File: src/rtl/kpu_pkg.sv
// kpu_pkg: shared types, command codes, state encoding and operation program
// for the fixed point kalman filter; no dependencies
package kpu_pkg;

   localparam int DATA_W        = 32;
   localparam int DEF_STATE_DIM = 6;
   localparam int DEF_FRAC_BITS = 16;
   localparam int SLOT_W        = 4;
   localparam int PC_W          = 5;

   localparam logic [3:0] CMD_EST     = 4'd0;
   localparam logic [3:0] CMD_F       = 4'd1;
   localparam logic [3:0] CMD_Q       = 4'd2;
   localparam logic [3:0] CMD_H       = 4'd3;
   localparam logic [3:0] CMD_R       = 4'd4;
   localparam logic [3:0] CMD_P       = 4'd5;
   localparam logic [3:0] CMD_MEAS    = 4'd6;
   localparam logic [3:0] CMD_PREDICT = 4'd7;
   localparam logic [3:0] CMD_UPDATE  = 4'd8;

   localparam logic [PC_W-1:0] PC_PREDICT    = 5'd0;
   localparam logic [PC_W-1:0] PC_UPDATE     = 5'd5;
   localparam logic [PC_W-1:0] PC_UPDATE_OUT = 5'd17;

   typedef struct packed {
      logic [3:0]               cmd;
      logic [2:0]               row;
      logic [2:0]               col;
      logic signed [DATA_W-1:0] value;
   } req_type;

   typedef struct packed {
      logic [2:0]               index;
      logic signed [DATA_W-1:0] state_value;
      logic                     singular;
      logic                     last;
   } rsp_type;

   // identity-reset matrices sit in the lowest slots so one sweep sets them
   typedef enum logic [SLOT_W-1:0] {
      SL_P   = 4'd0,
      SL_Q   = 4'd1,
      SL_H   = 4'd2,
      SL_R   = 4'd3,
      SL_F   = 4'd4,
      SL_X   = 4'd5,
      SL_Z   = 4'd6,
      SL_Y   = 4'd7,
      SL_NX  = 4'd8,
      SL_T   = 4'd9,
      SL_S   = 4'd10,
      SL_MB  = 4'd11,
      SL_PHT = 4'd12,
      SL_K   = 4'd13,
      SL_IKH = 4'd14
   } slot_type;

   typedef enum logic [1:0] {
      OP_MM   = 2'd0,
      OP_INV  = 2'd1,
      OP_EMIT = 2'd2
   } opkind_type;

   typedef struct packed {
      opkind_type kind;
      slot_type   dst;
      slot_type   src_a;
      slot_type   src_b;
      slot_type   src_add;
      logic       b_trans;
      logic       vec;
      logic       use_prod;
      logic       use_add;
      logic       neg_add;
      logic       neg_prod;
      logic       ident;
   } op_type;

   typedef enum logic [4:0] {
      ST_CLEAR,
      ST_IDLE,
      ST_FETCH,
      ST_MM_INIT,
      ST_MM_INITW,
      ST_MM_RD,
      ST_MM_MUL,
      ST_MM_ACC,
      ST_MM_WR,
      ST_PV_RD,
      ST_PV_CMP,
      ST_SW_RD,
      ST_SW_W1,
      ST_SW_W2,
      ST_DV_RD,
      ST_DV_GO,
      ST_DV_WAIT,
      ST_EL_F,
      ST_EL_FW,
      ST_EL_RD,
      ST_EL_MUL,
      ST_EL_WR,
      ST_EM_RD,
      ST_EM_OUT
   } state_type;

   function automatic op_type mk_op(
      input opkind_type kind,
      input slot_type   dst,
      input slot_type   src_a,
      input slot_type   src_b,
      input slot_type   src_add,
      input logic       b_trans,
      input logic       vec,
      input logic       use_prod,
      input logic       use_add,
      input logic       neg_add,
      input logic       neg_prod,
      input logic       ident
   );
      op_type o;
      o.kind     = kind;
      o.dst      = dst;
      o.src_a    = src_a;
      o.src_b    = src_b;
      o.src_add  = src_add;
      o.b_trans  = b_trans;
      o.vec      = vec;
      o.use_prod = use_prod;
      o.use_add  = use_add;
      o.neg_add  = neg_add;
      o.neg_prod = neg_prod;
      o.ident    = ident;
      return o;
   endfunction

   // predict and update as sequences of matrix steps
   function automatic op_type prog(input logic [PC_W-1:0] pc);
      op_type o;
      case (pc)
         5'd0: o  = mk_op(OP_MM, SL_NX, SL_F, SL_X, SL_X, 0, 1, 1, 0, 0, 0, 0);
         5'd1: o  = mk_op(OP_MM, SL_X, SL_F, SL_X, SL_NX, 0, 1, 0, 1, 0, 0, 0);
         5'd2: o  = mk_op(OP_MM, SL_T, SL_F, SL_P, SL_P, 0, 0, 1, 0, 0, 0, 0);
         5'd3: o  = mk_op(OP_MM, SL_P, SL_T, SL_F, SL_Q, 1, 0, 1, 1, 0, 0, 0);
         5'd4: o  = mk_op(OP_EMIT, SL_X, SL_X, SL_X, SL_X, 0, 0, 0, 0, 0, 0, 0);
         5'd5: o  = mk_op(OP_MM, SL_Y, SL_H, SL_X, SL_Z, 0, 1, 1, 1, 0, 1, 0);
         5'd6: o  = mk_op(OP_MM, SL_T, SL_H, SL_P, SL_P, 0, 0, 1, 0, 0, 0, 0);
         5'd7: o  = mk_op(OP_MM, SL_S, SL_T, SL_H, SL_R, 1, 0, 1, 1, 0, 0, 0);
         5'd8: o  = mk_op(OP_MM, SL_MB, SL_S, SL_S, SL_S, 0, 0, 0, 0, 0, 0, 1);
         5'd9: o  = mk_op(OP_INV, SL_S, SL_S, SL_S, SL_S, 0, 0, 0, 0, 0, 0, 0);
         5'd10: o = mk_op(OP_MM, SL_PHT, SL_P, SL_H, SL_P, 1, 0, 1, 0, 0, 0, 0);
         5'd11: o = mk_op(OP_MM, SL_K, SL_PHT, SL_MB, SL_P, 0, 0, 1, 0, 0, 0, 0);
         5'd12: o = mk_op(OP_MM, SL_X, SL_K, SL_Y, SL_X, 0, 1, 1, 1, 0, 0, 0);
         5'd13: o = mk_op(OP_MM, SL_PHT, SL_K, SL_H, SL_P, 0, 0, 1, 0, 0, 0, 0);
         5'd14: o = mk_op(OP_MM, SL_IKH, SL_K, SL_H, SL_PHT, 0, 0, 0, 1, 1, 0, 1);
         5'd15: o = mk_op(OP_MM, SL_T, SL_IKH, SL_P, SL_P, 0, 0, 1, 0, 0, 0, 0);
         5'd16: o = mk_op(OP_MM, SL_P, SL_T, SL_T, SL_T, 0, 0, 0, 1, 0, 0, 0);
         default: o = mk_op(OP_EMIT, SL_X, SL_X, SL_X, SL_X, 0, 0, 0, 0, 0, 0, 0);
      endcase
      return o;
   endfunction

endpackage

File: src/rtl/kpu_div.sv
// kpu_div: bit-serial signed fixed point divider, (a << frac) / b truncated
// toward zero and saturated to 32 bits; depends on kpu_pkg
module kpu_div #(
   parameter int FRAC_BITS = kpu_pkg::DEF_FRAC_BITS
) (
   input  logic                               clock,
   input  logic                               reset,
   input  logic                               start,
   input  logic signed [kpu_pkg::DATA_W-1:0]  dividend,
   input  logic signed [kpu_pkg::DATA_W-1:0]  divisor,
   output logic                               done,
   output logic signed [kpu_pkg::DATA_W-1:0]  quotient
);

   localparam int DW    = kpu_pkg::DATA_W + FRAC_BITS;
   localparam int CNT_W = $clog2(DW + 1);
   localparam int W     = kpu_pkg::DATA_W;

   logic             run_ff, run_in;
   logic             done_ff, done_in;
   logic [CNT_W-1:0] cnt_ff, cnt_in;
   logic [W-1:0]     rem_ff, rem_in;
   logic [DW-1:0]    num_ff, num_in;
   logic [DW-1:0]    quo_ff, quo_in;
   logic [W-1:0]     den_ff, den_in;
   logic             neg_ff, neg_in;
   logic [W-1:0]     q_ff, q_in;

   logic [W:0]       rem_sh;
   logic             ge;
   logic [W-1:0]     mag_a, mag_b;

   always_comb begin
      mag_a   = dividend[W-1] ? (~dividend + W'(1)) : dividend;
      mag_b   = divisor[W-1] ? (~divisor + W'(1)) : divisor;
      rem_sh  = {rem_ff, num_ff[DW-1]};
      ge      = (rem_sh >= {1'b0, den_ff});
      run_in  = run_ff;
      done_in = 1'b0;
      cnt_in  = cnt_ff;
      rem_in  = rem_ff;
      num_in  = num_ff;
      quo_in  = quo_ff;
      den_in  = den_ff;
      neg_in  = neg_ff;
      q_in    = q_ff;
      if (start) begin
         num_in = {mag_a, FRAC_BITS'(0)};
         den_in = mag_b;
         rem_in = '0;
         quo_in = '0;
         cnt_in = CNT_W'(DW);
         neg_in = dividend[W-1] ^ divisor[W-1];
         run_in = 1'b1;
      end else if (run_ff) begin
         rem_in = ge ? W'(rem_sh - {1'b0, den_ff}) : rem_sh[W-1:0];
         quo_in = {quo_ff[DW-2:0], ge};
         num_in = {num_ff[DW-2:0], 1'b0};
         cnt_in = cnt_ff - CNT_W'(1);
         if (cnt_ff == CNT_W'(1)) begin
            run_in  = 1'b0;
            done_in = 1'b1;
            if (neg_ff) begin
               if (quo_in > DW'(32'h8000_0000)) begin
                  q_in = 32'h8000_0000;
               end else begin
                  q_in = ~quo_in[W-1:0] + W'(1);
               end
            end else begin
               if (quo_in > DW'(32'h7fff_ffff)) begin
                  q_in = 32'h7fff_ffff;
               end else begin
                  q_in = quo_in[W-1:0];
               end
            end
         end
      end
   end

   always_ff @(posedge clock) begin
      if (reset) begin
         run_ff  <= 1'b0;
         done_ff <= 1'b0;
         cnt_ff  <= '0;
      end else begin
         run_ff  <= run_in;
         done_ff <= done_in;
         cnt_ff  <= cnt_in;
      end
      rem_ff <= rem_in;
      num_ff <= num_in;
      quo_ff <= quo_in;
      den_ff <= den_in;
      neg_ff <= neg_in;
      q_ff   <= q_in;
   end

   assign done     = done_ff;
   assign quotient = q_ff;

endmodule

File: config.mk
export PLATFORM = sky130hd
export DESIGN_NAME = kpu_div
export DESIGN_NICKNAME = d
export VERILOG_FILES = /design/src/rtl/kpu_pkg.sv /design/src/rtl/kpu_div.sv
export SDC_FILE = /design/constraint.sdc
export NUM_CORES = 1
export LEC_CHECK = 0
export BUFFER_PORTS_ARGS = -buffer_cell sky130_fd_sc_hd__buf_4
export CAP_MARGIN = 20
export CORE_ASPECT_RATIO = 1.5
export CORE_MARGIN = 2
export CORE_UTILIZATION = 54
export CTS_CLUSTER_SIZE = 10
export DETAILED_ROUTE_END_ITERATION = 8
export HOLD_SLACK_MARGIN = 0.02
export PLACE_DENSITY = 0.77
export SETUP_SLACK_MARGIN = 0.4
export SYNTH_ARGS = -nofsm -noshare
export SYNTH_HDL_FRONTEND = slang
export SYNTH_SLANG_ARGS = --single-unit
File: constraint.sdc
create_clock -name clock -period 5 [get_ports clock]
set_input_delay 1 -clock clock [delete_from_list [all_inputs] [get_ports clock]]
set_output_delay 1 -clock clock [all_outputs]
set_load 0.01 [all_outputs]
# == Yosys cells after proc, flatten, opt, wreduce, memory -nomap -nowiden ==
# Index checks and enable logic that the tools add are counted.
# word_totals
register_bits,184
inputBits,67
output_inout_bits,33
wordCells,44
# classes
add_sub_neg,5
order_cmp,3
n_eq_ne,1
muxes,14
n_bitwise,6
reduce_logical,4
# ops
operator,n
$mux W32,5
$mux W48,2
$not A32 Y32,3
$add A32 B2 Y32 const B,2
$gt A48 B31 Y1 const B,1
$gt A48 B32 Y1 const B,1
$ge A33 B32 Y1,1
$add A32 B1 Y32 const B,1
$sub A32 B32 Y32,1
$mux W31,1
$mux W6,2
$eq A6 B1 Y1 const B,1
$sub A6 B1 Y6 const B,1
$mux W1,4
$reduce_and A3 Y1,1
$reduce_or A3 Y1,1
$not A1 Y1,2
$reduce_bool A2 Y1,1
$reduce_or A2 Y1,1
$xor A1 B1 Y1,1

# == Longest topological paths before layout ==
# Gate-level depths: netlist (run 1).
# logic_depth
word_depth,5
ltp_mapped,23
ltp_nobuf,19

# == Worst setup path after synthesis (run 1) ==
# OpenSTA, ideal clock, no wires.
# synth_path
kind,register to register
start,register den_ff[1]
end,"register q_ff[25], in the netlist quotient[25], data pin"
setup_time_ns,0.157
arrival_ns,4.536
required_time_ns,4.843
setup_slack_ns,0.308
path_stages_with_launch,21
path_buffers,2
period_less_slack_ns,4.692
cell_sequence,edfxtp_1 > inv_1 > ha_1 > nor2b_1 > o21a_1 > o21ai_0 > a21oi_1 > o21ba_2 > a2bb2oi_1 > a21boi_1 > clkbuf_1 > clkbuf_1 > ha_1 > nand3b_1 > or4_4 > nor2_4 > nand3_2 > a21o_1 > nor4_4 > nand2_1 > a32oi_1
# synth_via
elab_chain_len,5
elab_cells_between_ends,8
classes_between,1 x add/sub; 3 x order compare; 3 x mux; 1 x bitwise
# synth_lines
item,line,rtl
from (decl),kpu_div.sv:25,"logic [W-1:0] den_ff, den_in;"
from (signal assigned),kpu_div.sv:93,den_ff <= den_in;
$ge A33 B32 Y1 *,kpu_div.sv:37,"ge = (rem_sh >= {1'b0, den_ff});"
$not A32 Y32,kpu_div.sv:67,q_in = ~quo_in[W-1:0] + W'(1);
$add A32 B1 Y32,kpu_div.sv:67,
$mux W32,kpu_div.sv:64,if (quo_in > DW'(32'h8000_0000)) begin
$mux W32 *,kpu_div.sv:63,if (neg_ff) begin
to (signal assigned),kpu_div.sv:95,q_ff <= q_in;
to (decl),kpu_div.sv:27,"logic [W-1:0] q_ff, q_in;"
# Every way passes the cells marked *; elsewhere a longest branch is shown, timed or not.
# A chain may end at the register's enable or synchronous reset.

# == Final worst setup path (run 1) ==
# layout_path
start,register den_ff[18]
end,"register q_ff[17], in the netlist quotient[17], data pin"
# The elaborated chain is that of the path after synthesis.

==> key figures, run 1 <==
Detailed routing
  • Via density: 5.83
  • DR iter-0 viols: 643
  • ANT nets after route: 0
  • Routed WL: 22700 um
  • Via count: 8762
  • Total iterations of the first detailed-routing run: 5
  • Drt wl/cell: 15.1 um
  • Post-route DRC: 0

Clock network
  • CTS tree: built
  • CTS H-tree depth: 4
  • Max clock buf depth: 2
  • TritonCTS sink count: between 150 and 200
  • Hold bufs inserted after CTS: 0
  • Clock latency on the worst-skew pair: 0.43 ns
  • Clock Root Buffer: clkbuf_16
  • TritonCTS buffer count: 17
  • CTS clk-pin slew, worst paths: 0.07 ns

Timing
  • Worst Setup Slack, final: 0.652 ns
  • Final setup TNS: 0 ns
  • Unrepaired setup endpoints after global routing: false
  • Final Skew: 0.00951 ns
  • Setup violations, final: 0
  • Relative slew slack: about 35%
  • Endpoints failing hold: 0
  • Period utilization: 87.0%
  • Pins Over Slew Limit: 0
  • F_max: 230 MHz
  • Worst Tran Pin Value: 0.981 ns
  • Post-layout min period: 4.35 ns

Layout
  • Post-route cell area: 12100 um2
  • Register area: 4660 um2
  • Nets: around 1300
  • Area grow syn2layout: 13.8%
  • Multi-input gate area: 5590 um2
  • # fillers: 1707
  • Share of cells above drive strength 1: between 10% and 20%
  • Antenna Cells: 0

Placed design
  • GPL Wtd Cong: roughly 0.94
  • Placed cell areas: between 10000 and 15000 um2
  • Post-DP HPWL: between 15000 and 20000 um
  • Pre-CTS setup slack: ~0.27 ns
  • Number of I/O port buffers: 99

Logic synthesis
  • FF+latch count, synth: approximately 180
  • Synth Net Count: 1270
  • Syn Inst Count: approximately 1200
  • Ys Warns: 0
  • Mapped cell area: approximately 11000 um2
  • Post-synthesis sequential area ratio: 43.6%
  • Post-synthesis area per instance: 9.15 um2
  • EDFF count, synth: a little under 100
  • Ys async rst share: 0%
  • Cell variety after synth: 77
  • Ys flop type: edfxtp_1

Worst setup path
  • Crit Path Class: flop to flop
  • Setup crit start kind: flop
  • Crit. End Element: flop
  • Worst EP arrival: 4.61 ns
  • R2R Setup Slk: 0.65 ns
  • Req. time, crit path: around 5.3 ns
  • Largest fanout on the critical path: 12

Die
  • Total die area: 20900 um2
  • Starting Density: 54.6%
  • Die width: between 100 and 150 um
  • Die Ht: 176 um
  • IO Pins: 100
  • Row cnt: 63
  • Core ar.: 19500 um2

GRT
  • Initial antenna violation count: 0
  • Largest net degree at the start of global routing: 106
  • Vias in the first global route: 8399
  • Gr usage total: 21.9%
  • GRT overflow: 0
  • First-pass GRT wire length: 38000 um

Pwr
  • Power density cells: 322 nW/um2
  • Leakage: 4.89 nW
  • VDD IR-drop max: about 210 uV

Run status
  • Status: complete, no violations

Flow run
  • Max-Cap Viols: 0

Hold path
  • Worst min-delay path class: flop to flop
cells in the final DEF (no fill, tap or decap), types with 4 or more instances in the layout:
cell type / netlist / final
a31oi_1: 11 / 11
dfxtp_1: 87 / 86
o21a_1: 5 / 5
ha_1: 37 / 37
nor2_1: 158 / 158
inv_6: 0 / 6
nand2b_1: 15 / 15
clkbuf_16: 0 / 17
a21o_1: 16 / 15
o41ai_1: 6 / 6
nand3b_1: 4 / 4
o31ai_1: 19 / 19
inv_1: 55 / 57
xor2_1: 44 / 44
or3_1: 12 / 12
a211o_1: 4 / 4
nand4_1: 4 / 4
o211ai_1: 4 / 4
mux2i_1: 49 / 49
o311ai_1: 18 / 17
xnor2_1: 44 / 44
nor4_1: 16 / 16
nor4b_1: 4 / 4
a211oi_1: 8 / 8
edfxtp_1: 97 / 97
o21ai_0: 45 / 43
buf_4: 0 / 106
or4_1: 8 / 8
a21oi_1: 69 / 69
or2_2: 5 / 5
nand2_1: 118 / 118
nand3_1: 16 / 16
nor2b_1: 11 / 11
a311oi_1: 24 / 24
nor3_1: 28 / 28
cell usage after synthesis (11+ instances only):
master	instances	share of area, %
or3_1	12	0.70
a21o_1	16	1.1
xnor2_1	44	3.6
dfxtp_1	87	16
edfxtp_1	97	27
a311oi_1	24	2.0
nor3_1	28	1.3
nand3_1	16	0.75
nand2_1	118	4.2
nor2_1	158	5.6
clkbuf_1	45	1.6
nor2b_1	11	0.65
o311ai_1	18	1.5
buf_1	11	0.39
nor4_1	16	0.94
mux2i_1	49	4.6
o21ai_0	45	2.1
nand2b_1	15	0.88
xor2_1	44	3.6
a31oi_1	11	0.65
inv_1	55	1.9
a21oi_1	69	3.2
o31ai_1	19	1.3
ha_1	37	4.3
cells by family (layout without fill, tap and decap cells):
kind of cell / after synthesis / count (layout) / share of synthesized area [%]
DFF: 184 / 184 / 43.6
xor gates and xnor gates: 88 / 88 / 7.23
and+or+nand+nor: 424 / 424 / 18.8
adders and majority gates: 38 / 38 / 4.53
AOI/OAI and AO/OA: 263 / 263 / 16.8
muxes: 51 / 51 / 4.81
buffers and inverters: 117 / 196 / 4.24
metrics by stage:
| step | hold WS (ns) | cells | power (mW) | util [%] |
|---|---|---|---|---|
| 2_1_floorplan | 0.461 | 1165 | 2.46 | - |
| 3_3_place_gp | 0.474 | 1471 | 2.66 | 59.1 |
| 3_5_place_dp | 0.485 | 1471 | 2.68 | 59.1 |
| 4_1_cts | 0.498 | 1503 | 3.92 | 61.9 |
| 5_1_grt | 0.525 | 1504 | 4.10 | 62.1 |
| 6_report | 0.499 | 1504 | 3.91 | 62.1 |
metal layers:
| layer | share of wire (%) | wire (um) | global-route usage (%) |
|---|---|---|---|
| met1 | 41 | 9340 | 24.9 |
| met2 | 53 | 12000 | 40.8 |
| met3 | 3.6 | 808 | 3.29 |
| met4 | 2.4 | 544 | 9.13 |
| met5 | 0 | 0 | 0 |
path summary, 6_finish.rpt:
kind                                start                      end  depth (start not counted)
hold reg to reg   rem_ff[25]$_SDFFE_PP0P_  rem_ff[26]$_SDFFE_PP0P_                          2
hold / removal    rem_ff[25]$_SDFFE_PP0P_  rem_ff[26]$_SDFFE_PP0P_                          2
setup / recovery     den_ff[18]$_DFFE_PP_   quotient[17]$_DFFE_PP_                         18
setup reg to reg     den_ff[18]$_DFFE_PP_   quotient[17]$_DFFE_PP_                         18
layout make-up:
type,count,area share [%]
multi-input combinational,864,46.1
sequential,184,38.4
timing repair buffer,108,6.74
clock buffer,19,3.65
tap,260,2.68
inverter,56,1.73
clock inverter,13,0.773
what timing repair did:
action | in CTS | in global routing
pin swaps | 0 | 1
gates resized for setup | 2 | 7
setup buffers | 0 | 1
setup endpoints to repair | 10 | 26
critical path: stages, from the launching register on:
cell and delay [ns]:
edfxtp_1 0.33, inv_1 0.04, ha_1 0.36, a21o_1 0.21
a21o_1 0.18, a221oi_2 0.33, nand3_1 0.12, o211ai_1 0.12
a2bb2oi_1 0.18, a21boi_2 0.21, ha_1 0.23, nand3b_1 0.12
or4_4 0.53, nor2_4 0.13, nand3_2 0.11, a21o_4 0.31
nor4_4 0.35, a21oi_1 0.15, o211ai_2 0.18
report_power, final:
| part | switching (mW) | internal, mW | leakage (nW) |
|---|---|---|---|
| Clock | 0.582 | 0.655 | 0.276 |
| Combinational | 0.528 | 0.381 | 2.97 |
| Sequential | 0.0583 | 1.71 | 1.64 |
state kept, by name (all words and copies together) (netlist names):
register / flops
num_ff: 32
quotient: 32
cnt_ff: 6
quo_ff: 47
neg_ff: 1
run_ff: 1
rem_ff: 32
done: 1
den_ff: 32
(Power assumes the default switching activity.)
==> run 2, diff against run 1 <==
--- a/config.mk
+++ b/config.mk
@@ -5,11 +5,12 @@
 export SDC_FILE = /design/constraint.sdc
 export NUM_CORES = 1
 export LEC_CHECK = 0
+export ABC_AREA = 1
 export BUFFER_PORTS_ARGS = -buffer_cell sky130_fd_sc_hd__buf_4
 export CAP_MARGIN = 20
 export CORE_ASPECT_RATIO = 1.5
 export CORE_MARGIN = 2
-export CORE_UTILIZATION = 54
+export CORE_UTILIZATION = 55
 export CTS_CLUSTER_SIZE = 10
 export DETAILED_ROUTE_END_ITERATION = 8
 export HOLD_SLACK_MARGIN = 0.02
==> key figures, run 2 <==
Run status
  • Status: complete, no violations

Clock network
  • Setup bufs post-CTS: 0 (unchanged)
  • CTS clk-pin slew, worst paths: 0.07 ns (about the same)
  • Hold bufs inserted after CTS: 0 (unchanged)
  • Post-cts resize count: 0 (-2)
  • Clock latency on the worst-skew pair: 0.44 ns (about the same)
  • CTS H-tree depth: 4 (unchanged)
  • TritonCTS sink count: 184 (unchanged)
  • Clock Root Buffer: clkbuf_16
  • TritonCTS buffer count: 17 (unchanged)
  • CTS tree: built
  • Max clock buf depth: 2 (unchanged)

Die
  • Die width: 121 um (+1.8%)
  • Row cnt: 64 (+1.6%)
  • Die Ht: 179 um (+1.8%)
  • Starting Density: 55.6% (+1.1 points)
  • IO Pins: 100 (unchanged)
  • Total die area: 21700 um2 (+3.7%)
  • Core ar.: 20300 um2 (+3.6%)

Layout
  • Antenna Cells: 0 (unchanged)
  • Commonest cells after routing, fill and taps aside: nand2_1, inv_1, nor2_1, buf_4, o21ai_0
  • Nets: 1653 (+24%)
  • Post-route cell area: 12800 um2 (+5.3%)
  • Fin cells: 1825 (+21%)
  • Area grow syn2layout: 13.4%
  • Share of cells above drive strength 1: 12.0% (-1.6 points)
  • Max FFs per register: 47 (unchanged)
  • Most common cell after layout, fill and taps aside: nand2_1
  • Most flop-heavy register: quo_ff

Worst setup path
  • Req. time, crit path: 5.29 ns (+0.03 ns)
  • Crit. End Element: flop
  • Crit Path Class: flop to flop
  • Worst EP arrival: 4.08 ns (-0.53 ns)
  • Largest fanout on the critical path: 22 (+10)
  • Setup crit start kind: flop

Placed design
  • Placed cell areas: 12200 um2 (+5.6%)
  • GPL Wtd Cong: 1.03 (+10%)
  • Pre-CTS setup slack: 1.33 ns (+1.06 ns)
  • Placed Cells: 1793 (+22%)
  • Post-DP HPWL: 21400 um (+34%)
  • Number of I/O port buffers: 99 (unchanged)

GRT
  • Vias in the first global route: 9657 (+15%)
  • Largest net degree at the start of global routing: 69 (-35%)
  • Gr usage total: 26.9% (+5.0 points)
  • First-pass GRT wire length: 46300 um (+22%)
  • GRT overflow: 0 (unchanged)
  • Initial antenna violation count: 0 (unchanged)

Pwr
  • Leakage: 5.69 nW (+16%)
  • Combinational share of power: 12.5% (-11 points)
  • Switching power total: 0.884 mW (-24%)
  • Reg power frac: 48.8% (+3.7 points)
  • Power density cells: 270 nW/um2 (-16%)
  • VDD IR-drop max: 199 uV (-6.0%)
  • Switching share of power: 25.6% (-4.3 points)
  • Clk network pwr share: 38.7% (+7.1 points)
  • Design Power: 3.46 mW (-12%)
  • Internal power: 2.57 mW (-6.2%)

Detailed routing
  • Routed WL: 28600 um (+26%)
  • ANT nets after route: 0 (unchanged)
  • Post-route DRC: 0 (unchanged)
  • DR iter-0 viols: 692 (+7.6%)
  • Drt wl/cell: 15.7 um (+3.8%)
  • Via density: 5.57 (-4.3%)
  • Via count: 10200 (+16%)
  • Total iterations of the first detailed-routing run: 5 (unchanged)

Logic synthesis
  • Synth Area in Adders: 4.29% (-0.24 points)
  • Ys flop type: edfxtp_1
  • Post-synthesis simple-gate area fraction: 24.3% (+5.6 points)
  • Synth Area in Compound Gates: 14.6% (-2.2 points)
  • Ys async rst share: 0% (unchanged)
  • Cell with the most instances after synthesis: nand2_1
  • Top post-synthesis cells by area: edfxtp_1, dfxtp_1, nand2_1, inv_1, nor2_1
  • Top cells by count, synth: nand2_1, inv_1, nor2_1, o21ai_0, edfxtp_1
  • Largest family of logic cells by synthesized area: simple AND/OR/NAND/NOR gates
  • EDFF count, synth: 97 (unchanged)
  • Area leader, netlist: edfxtp_1
  • Post-synthesis area per instance: 7.69 um2 (-16%)
  • Mux cell area share after synthesis: 0% (-4.8 points)
  • Synth Net Count: 1570 (+24%)
  • Post-synthesis xor/xnor area fraction: 6.99% (-0.23 points)
  • Post-synth top area share: 25.8% (-1.5 points)
  • Syn Inst Count: 1465 (+26%)
  • Post-synthesis sequential area ratio: 41.3% (-2.3 points)
  • FF+latch count, synth: 184 (unchanged)
  • Cell variety after synth: 54 (-30%)
  • Ys Warns: 0 (unchanged)
  • Mapped cell area: 11300 um2 (+5.7%)

Timing
  • Final setup TNS: 0 ns (unchanged)
  • F_max: 264 MHz (+15%)
  • Relative slew slack: 44.5% (+9.9 points)
  • Worst Setup Slack, final: 1.22 ns (+0.565 ns)
  • Unrepaired setup endpoints after global routing: false
  • Post-layout min period: 3.78 ns (-0.565 ns)
  • Endpoints failing hold: 0 (unchanged)
  • Worst Tran Pin Value: 0.832 ns (-0.149 ns)
  • Setup violations, final: 0 (unchanged)
  • Period utilization: 75.7% (-11 points)
  • Final Skew: 0.0127 ns (+0.00315 ns)
  • Pins Over Slew Limit: 0 (unchanged)

Hold path
  • Worst min-delay path class: flop to flop

Flow run
  • Max-Cap Viols: 0 (unchanged)
## run 2: cell count changes in the layout (fill, tap and decap cells not counted), sizes merged, moves of 21 or more
cell,previous run,this run
nand2,119,319
mux2i,49,0
nand4,4,25
nand3,17,69
a311oi,24,0
inv,65,196
o22ai,1,48
o21ai,46,152
## run 2: worst paths after layout
kind | start | end | slack (ns) | cells past startpoint
max | den_ff[4]$_DFFE_PP_ | quotient[23]$_DFFE_PP_ | 1.22 | 20
min | rem_ff[11]$_SDFFE_PP0P_ | rem_ff[11]$_SDFFE_PP0P_ | 0.47 | 2
max reg2reg | den_ff[4]$_DFFE_PP_ | quotient[23]$_DFFE_PP_ | 1.22 | 20
min reg2reg | rem_ff[11]$_SDFFE_PP0P_ | rem_ff[11]$_SDFFE_PP0P_ | 0.47 | 2
## run 2: cell type report
class                   instances  area (um2)
fillers                      1838        7470
multi-input cells            1040        5660
flip-flops and latches        184        4650
repair buffers                108         823
inverters                     197         741
clock buffers                  23         458
well taps                     264         330
clock inverters                 9         114
## run 2: stage by stage
stage / hold slack (ns) / util (%)
after floorplan: 0.444 / -
after CTS: 0.473 / 63.1
final: 0.473 / 63.1
after detailed placement: 0.462 / 60.3
after global placement: 0.457 / 60.3
after global routing: 0.491 / 63.1
## run 2: critical path: stages (launching register included)
cell and delay [ns]:
edfxtp_1 0.32, inv_1 0.04, ha_1 0.33, a21oi_1 0.24
nand2_1 0.11, nand2_1 0.08, nand2_1 0.05, nand2_1 0.10
nand3_2 0.18, nand2_4 0.16, nand2_4 0.06, inv_2 0.14
ha_1 0.26, nand3_1 0.21, nor3_2 0.29, nand4_1 0.16
nand2_1 0.16, nand2_2 0.29, clkinv_2 0.26, nand2_1 0.08
o21ai_1 0.12
## run 2: power by group through the flow
| stage | logic (mW) | registers, mW | clock network [mW] |
|---|---|---|---|
| after CTS | 0.431 | 1.69 | 1.35 |
| after detailed placement | 0.428 | 1.72 | 0 |
| after global routing | 0.483 | 1.69 | 1.41 |
| after floorplan | 0.285 | 1.71 | 0 |
| after global placement | 0.420 | 1.72 | 0 |
| final | 0.434 | 1.69 | 1.34 |
## run 2: logic make-up after synthesis
logic type | Yosys count
compound gates | 295
fa+ha+maj | 38
xor+xnor | 90
flops | 184
simple gates | 617
buf+inv | 241
## run 2: metal layers
metal	track usage, %	up-vias	part of all wire, %
li1	-	5073	-
met1	29.7	4702	39
met2	49.2	297	53
met3	4.13	98	3.6
met4	14.6	0	4.7
met5	0	-	0
